==> config.mk <==
export PLATFORM = sky130hd
export DESIGN_NAME = ptli_div
export DESIGN_NICKNAME = d
export VERILOG_FILES = /design/src/hw/rtl/ptli_pkg.sv /design/src/hw/rtl/ptli_div.sv
export SDC_FILE = /design/constraint.sdc
export NUM_CORES = 1
export LEC_CHECK = 0
export ABC_AREA = 1
export ABC_CLOCK_PERIOD_IN_PS = 3710
export BUFFER_PORTS_ARGS = -buffer_cell sky130_fd_sc_hd__buf_2
export CAP_MARGIN = 40
export CELL_PAD_IN_SITES_DETAIL_PLACEMENT = 1
export CELL_PAD_IN_SITES_GLOBAL_PLACEMENT = 2
export CORE_ASPECT_RATIO = 0.9
export CORE_UTILIZATION = 27
export CTS_CLUSTER_SIZE = 14
export DETAILED_ROUTE_END_ITERATION = 8
export PLACE_DENSITY_LB_ADDON = 0.1
export SYNTH_ARGS = -nofsm -noshare
export SYNTH_HDL_FRONTEND = slang
export SYNTH_SLANG_ARGS = --single-unit
==> constraint.sdc <==
create_clock -name clk -period 3.71 [get_ports clk]
set_input_delay 0.742 -clock clk [delete_from_list [all_inputs] [get_ports clk]]
set_output_delay 0.742 -clock clk [all_outputs]
set_load 0.02 [all_outputs]
==> src/hw/rtl/ptli_pkg.sv <==
`timescale 1ns / 1ps
`default_nettype none
// ----------------------------------------------------------------------------
// ptli_pkg
// Shared constants and types for the periodic table interpolator.
// ----------------------------------------------------------------------------
package ptli_pkg;

  localparam int MAX_ACT    = 8;
  localparam int ACT_W      = 3;
  localparam int TAB_DEPTH  = 128;
  localparam int ENTRY_W    = 7;
  localparam int FRAC_BITS  = 16;
  localparam int ADDR_W     = ACT_W + ENTRY_W;
  localparam int RAM_DEPTH  = MAX_ACT * TAB_DEPTH;
  localparam int SAMPLE_W   = 16;
  localparam int TIME_W     = 32;
  localparam int N_W        = 8;
  localparam int CNT_W      = 4;
  localparam int KIND_W     = 2;
  localparam int CFG_IDX_W  = 2;
  localparam int CFG_W      = 32;
  localparam int STEP_W     = 6;
  localparam int SCALED_W   = TIME_W + ENTRY_W;
  localparam int QUOT_W     = ENTRY_W + FRAC_BITS;

  localparam logic [STEP_W-1:0] DIV1_STEPS = STEP_W'(TIME_W);
  localparam logic [STEP_W-1:0] DIV2_STEPS = STEP_W'(QUOT_W);

  localparam logic [TIME_W-1:0] RESET_CYCLE_LEN = TIME_W'(5000000);
  localparam logic [N_W-1:0]    RESET_ENTRIES   = N_W'(100);
  localparam logic [CNT_W-1:0]  RESET_ACTIVE    = CNT_W'(MAX_ACT);

  // input transaction kinds
  localparam logic [KIND_W-1:0] KIND_WRITE   = 2'd0;
  localparam logic [KIND_W-1:0] KIND_TIME    = 2'd1;
  localparam logic [KIND_W-1:0] KIND_RESTART = 2'd2;

  // configuration register indexes
  localparam logic [CFG_IDX_W-1:0] CFG_CYCLE_LEN = 2'd0;
  localparam logic [CFG_IDX_W-1:0] CFG_ENTRIES   = 2'd1;
  localparam logic [CFG_IDX_W-1:0] CFG_ACTIVE    = 2'd2;

  typedef struct packed {
    logic              start;
    logic [STEP_W-1:0] steps;
    logic [TIME_W-1:0] rem_init;
    logic [TIME_W-1:0] num;
  } div_req_t;

  typedef struct packed {
    logic              done;
    logic [TIME_W-1:0] quot;
    logic [TIME_W-1:0] rem;
  } div_rsp_t;

endpackage
`default_nettype wire

==> src/hw/rtl/ptli_div.sv <==
`timescale 1ns / 1ps
`default_nettype none
// ----------------------------------------------------------------------------
// ptli_div
// Restoring serial divider, one quotient bit per cycle.
// ----------------------------------------------------------------------------
module ptli_div (
  input  logic                      clk,
  input  logic                      rst_n,
  input  ptli_pkg::div_req_t        req,
  input  logic [ptli_pkg::TIME_W-1:0] divisor,
  output ptli_pkg::div_rsp_t        rsp
);
  import ptli_pkg::*;

  logic [TIME_W-1:0] rem_r;
  logic [TIME_W-1:0] num_r;
  logic [TIME_W-1:0] quot_r;
  logic [STEP_W-1:0] cnt_r;
  logic              busy_r;
  logic              done_r;
  logic [TIME_W+1:0] diff;
  logic              ge;

  // rem_r < divisor always holds, so the trial fits in TIME_W+1 bits
  assign diff = {1'b0, rem_r, num_r[TIME_W-1]} - {2'b00, divisor};
  assign ge   = ~diff[TIME_W+1];

  always_ff @(posedge clk) begin
    if (!rst_n) begin
      busy_r <= 1'b0;
      done_r <= 1'b0;
      cnt_r  <= '0;
    end else begin
      done_r <= 1'b0;
      if (req.start) begin
        busy_r <= 1'b1;
        cnt_r  <= req.steps;
      end else if (busy_r) begin
        cnt_r <= cnt_r - 1'b1;
        if (cnt_r == STEP_W'(1)) begin
          busy_r <= 1'b0;
          done_r <= 1'b1;
        end
      end
    end
  end

  always_ff @(posedge clk) begin
    if (req.start) begin
      rem_r  <= req.rem_init;
      num_r  <= req.num;
      quot_r <= '0;
    end else if (busy_r) begin
      rem_r  <= ge ? diff[TIME_W-1:0] : {rem_r[TIME_W-2:0], num_r[TIME_W-1]};
      num_r  <= {num_r[TIME_W-2:0], 1'b0};
      quot_r <= {quot_r[TIME_W-2:0], ge};
    end
  end

  assign rsp.done = done_r;
  assign rsp.quot = quot_r;
  assign rsp.rem  = rem_r;

endmodule
`default_nettype wire

; ---- Word level (Yosys, flattened, before mapping)
; Cells that the tools add are included.
[totals]
elab_cells = 25
out_inout_bits = 65
ff_bits = 104
[classes]
addsub = 2
reduce_logical = 2
eq_ne = 1
bitwise_logic = 3
mux = 11
[ops]
columns = cell, n
row1 = $mux 32, 5
row2 = $sub 33x32->34, 1
row3 = $mux 6, 2
row4 = $eq 6x1->1 const B, 1
row5 = $sub 6x1->6 const B, 1
row6 = $mux 1, 4
row7 = $not 1->1, 3
row8 = $reduce_or 3->1, 1
row9 = $reduce_bool 2->1, 1

; ---- Longest topological paths before layout
[logic_depth]
word_depth = 4
mapped_depth = 17
ltp_nobuf = 16

; ---- Least setup slack after synthesis
; No wires, ideal clock.
[synth_timing]
kind = input-to-reg
startpoint = in req[70] (netlist name)
endpoint = reg num_r[0] (enable)
setup_ps = 454
path_slack_ps = 56
t_required_ps = 3256
stages = 4
t_arrival_ps = 3201
cell_sequence = clkbuf_1 > nor2_1 > clkinv_1 > clkbuf_1
[synth_between]
elab_chain_cells = 1
[synth_lines]
columns = element, line_no
row1 = start: declaration, ptli_div.sv:10  ; input ptli_pkg::div_req_t req,
row2 = $reduce_bool 2->1 (no source line), --
row3 = end signal: assignment, ptli_div.sv:52  ; num_r <= req.num;
row4 = end signal: assignment, ptli_div.sv:56  ; num_r <= {num_r[TIME_W-2:0], 1'b0};
row5 = end: declaration, ptli_div.sv:17  ; logic [TIME_W-1:0] num_r;
; Every way passes these cells.
; A chain may end at the register's enable or synchronous reset.

; ---- Final worst setup path
[layout_timing]
startpoint = reg rem_r[18]
endpoint = reg rem_r[12] (data pin)
[layout_between]
elab_chain_cells = 4
[layout_lines]
columns = element, line_no
row1 = start: declaration, ptli_div.sv:16  ; logic [TIME_W-1:0] rem_r;
row2 = start signal: assignment, ptli_div.sv:51  ; rem_r <= req.rem_init;
row3 = start signal: assignment, ptli_div.sv:55  ; rem_r <= ge ? diff[TIME_W-1:0] : {rem_r[TIME_W-2:0], num_r[TIME_W-1]};
row4 = $sub 33x32->34, ptli_div.sv:26  ; assign diff = {1'b0, rem_r, num_r[TIME_W-1]} - {2'b00, divisor};
row5 = $mux 32, ptli_div.sv:55
row6 = $mux 32, ptli_div.sv:54  ; end else if (busy_r) begin
row7 = $mux 32, ptli_div.sv:50  ; if (req.start) begin
; Every way passes these cells. The select of a mux whose other input is x is not followed.

==> results.md <==
- Outcome: complete, no violations
- R2R depth: 12
- Initial antenna violation count: 7
- Max-slew violations: 0
- Worst setup EP type: flop
- Most frequent cells in the layout: nand2_1 (440), inv_1 (200), buf_2 (169), nand3_1 (69), edfxtp_1 (64)
- Final sum of negative setup slack: 0 ns
- Row count: 56
- Fin crit period: 2.76 ns
- IO Port Bufs: between 150 and 200
- Placed inst area: 8450 µm²
- Proportion of layout cells with a drive suffix above 1: 0.175
- PwrDens: 489 nW/µm²
- Syn Nets: ~1200
- Most common cell after layout, fill and taps aside: nand2_1
- Num CTS Buffers: 9
- Die area: 27700 µm²
- Ports: 170
- Synthesized cell area: approximately 7300 µm²
- Global-route wire length before repair: approximately 39000 µm
- Design Area, Final: 8780 µm²
- H-tree depth: 3
- DRC errors left: 0
- Total Wirelength: 24700 µm
- CTS tree: done
- Worst Hold Class: reg -> reg
- GPL Wtd Cong: 0.819
- Syn Inst Count: 1073
- F_max: 0.363 GHz
- Reg clk slew, reported paths: 0.08 ns
- Worst flop-to-flop path endpoint: rem_r[12]
- Final-report setup violation count: 0
- Number of nets in the layout: 1368
- Relative slew slack: 0.496
- Global Route Usage Sum: 0.184
- Final hold vios: 0
- Initial drt markers: roughly 330
- Area of the core: 26300 µm²
- Dpl hpwl: 19700 µm
- Worst R2R Start: rem_r[18]
- Area growth from synthesis to layout: 20.2%
- Yosys warns: 0
- Hold Startpoint: quot_r[31]
- Syn_area_per_cell: 6.80 µm²
- DP Cell Count: 1565
- Post-synthesis sequential area ratio: 0.373
- Initial Utilization: 0.278
- Crit-path max FO: 33
- Final hold slack: 0.469 ns
- Static leakage: between 4 and 5 nW
- Latest clock arrival within the worst-skew pair: 0.36 ns
- Die Y: approximately 160 µm
- Chip width: about 180 µm
- Hold Path Depth: 2
- Detail Route Antenna Nets: 0
- Vias: 6992
- Critical Path RT: 3.94 ns
- Critical Path Start Type: flop
- Total setup buffers inserted after CTS: 0
- Post-CTS Resized: 0
- Router iterations before antenna repair: 4
- Worst Path Arrival: a little under 3 ns
- Via density per instance: ~4.4
- Post-detailed-route wirelength per cell: 15.6 µm
- Cell variety after synth: 42
- Largest net degree at the start of global routing: 71
- CTS Root Cell: clkbuf_16
- Number of max-cap violations: 0
- RSZ-0062 raised after global routing: false
- Type of the worst setup path: reg -> reg
- VDD IR max: ~0.24 mV
- Clock tree buffer depth: 2
- Worst slew pin tran: 0.756 ns
- R2R Setup Slk: 0.95 ns
- Total congestion overflow: 0
- Setup Skew: 0.00861 ns
- Tcrit/Tclk final: 0.743
- Clock sinks: 104
- Layout Cells excl Fill: 1586
- Post-synthesis register bit count: between 100 and 150
- Vias in the first global route: 7307
- CTS Hold Buffers Added: 0
- Hold Path End: quot_r[31]
- Overall power: 4.29 mW
-- power breakdown --
part | total [mW] | internal (mW) | switching [mW] | leakage [nW]
clock network | 1.06 | 0.545 | 0.511 | 0.156
registers | 1.49 | 1.39 | 0.103 | 0.978
logic | 1.75 | 0.596 | 1.15 | 3.59
total | 4.29 | 2.53 | 1.77 | 4.72
-- critical path: stages, from the launching register on --
cell and delay, ns:
edfxtp_1 0.52, ha_1 0.42, nand2_1 0.15, inv_1 0.05, nand2_1 0.06, nand2_1 0.09, a21oi_4 0.20, nor2_4 0.06
nor2_8 0.45, nand2_8 0.26, nand2_1 0.15, nand3_1 0.09, nand2_1 0.09
-- cells by family after synthesis --
| group | count (synthesis) | share of synthesized area |
|---|---|---|
| buf+inv | 237 | 0.131 |
| xor+xnor | 15 | 0.0180 |
| fa+ha+maj | 35 | 0.0610 |
| simple gates | 616 | 0.362 |
| compound gates | 66 | 0.0555 |
| flops | 104 | 0.373 |
-- metrics by stage --
stage                util  setup WS [ns]
finish              0.334          0.952
detailed placement  0.321          0.579
CTS                 0.334          0.900
floorplan               -         0.0558
global route        0.334          0.685
global placement    0.321          0.523
-- layer usage --
| layer | up-vias | global-route usage | part of all wire |
|---|---|---|---|
| li1 | 3647 | - | - |
| met1 | 3204 | 0.257 | 0.50 |
| met2 | 122 | 0.289 | 0.43 |
| met3 | 15 | 0.0430 | 0.057 |
| met4 | 4 | 0.0340 | 0.0072 |
| met5 | - | 0 | 0.0011 |
-- worst max path at each step --
stage / from / slack, ns / depth (start not counted) / end
after floorplan: req[70] / 0.06 / 4 / num_r[0]
after global routing: rem_r[18] / 0.69 / 12 / rem_r[12]
final: rem_r[18] / 0.95 / 12 / rem_r[12]
after CTS: rem_r[18] / 0.90 / 12 / rem_r[12]
after detailed placement: divisor[8] / 0.58 / 16 / rem_r[12]
after global placement: divisor[27] / 0.52 / 12 / rem_r[12]
-- final cells by class --
class,count,area [µm²]
diodes,5,12.5
clock buffers,9,225
clock inverters,7,92.6
fillers,3414,17500
inverters,206,774
multi-input cells,732,3620
flip-flops and latches,104,2720
well taps,348,435
repair buffers,175,891
-- sequential cells by signal (all words and copies together), names as in the netlist --
signal and cells:
num_r 32, cnt_r 6, quot_r 32, busy_r 1, done_r 1, rem_r 32
-- Yosys cell counts --
library cell  number  area, µm²
nand2_1          440       1650
inv_1            201        754
nand3_1           69        345
edfxtp_1          64       1920
nor2_1            44        165
dfxtp_1           40        801
ha_1              34        425
o22ai_1           30        188
nand3b_1          27        203
clkbuf_1          15       56.3
a21oi_1           14       70.1
xnor2_1           14        123
nand4_1           11       68.8
o21ai_0            9       45.0
buf_4              5       37.5
nand2_2            5       31.3
nor3_1             5       25.0
a31oi_1            4       25.0
buf_2              4       20.0
buf_6              4       45.0
inv_2              4       15.0
nand3_2            3       30.0
a21oi_2            2       17.5
and2_1             2       12.5
buf_1              2       7.51
nor2_2             2       12.5
nor2_4             2       22.5
nor4_1             2       12.5
o21bai_1           2       15.0
a211oi_1           1       7.51
a21oi_4            1       16.3
a22oi_1            1       7.51
a311oi_1           1       8.76
buf_8              1       15.0
clkinv_1           1       3.75
fa_1               1       20.0
nand2_4            1       11.3
nand2_8            1       20.0
nor2_8             1       20.0
nor3_2             1       10.0
o21ai_1            1       5.00
xor2_1             1       8.76
Power figures use the tool's default switching activity.
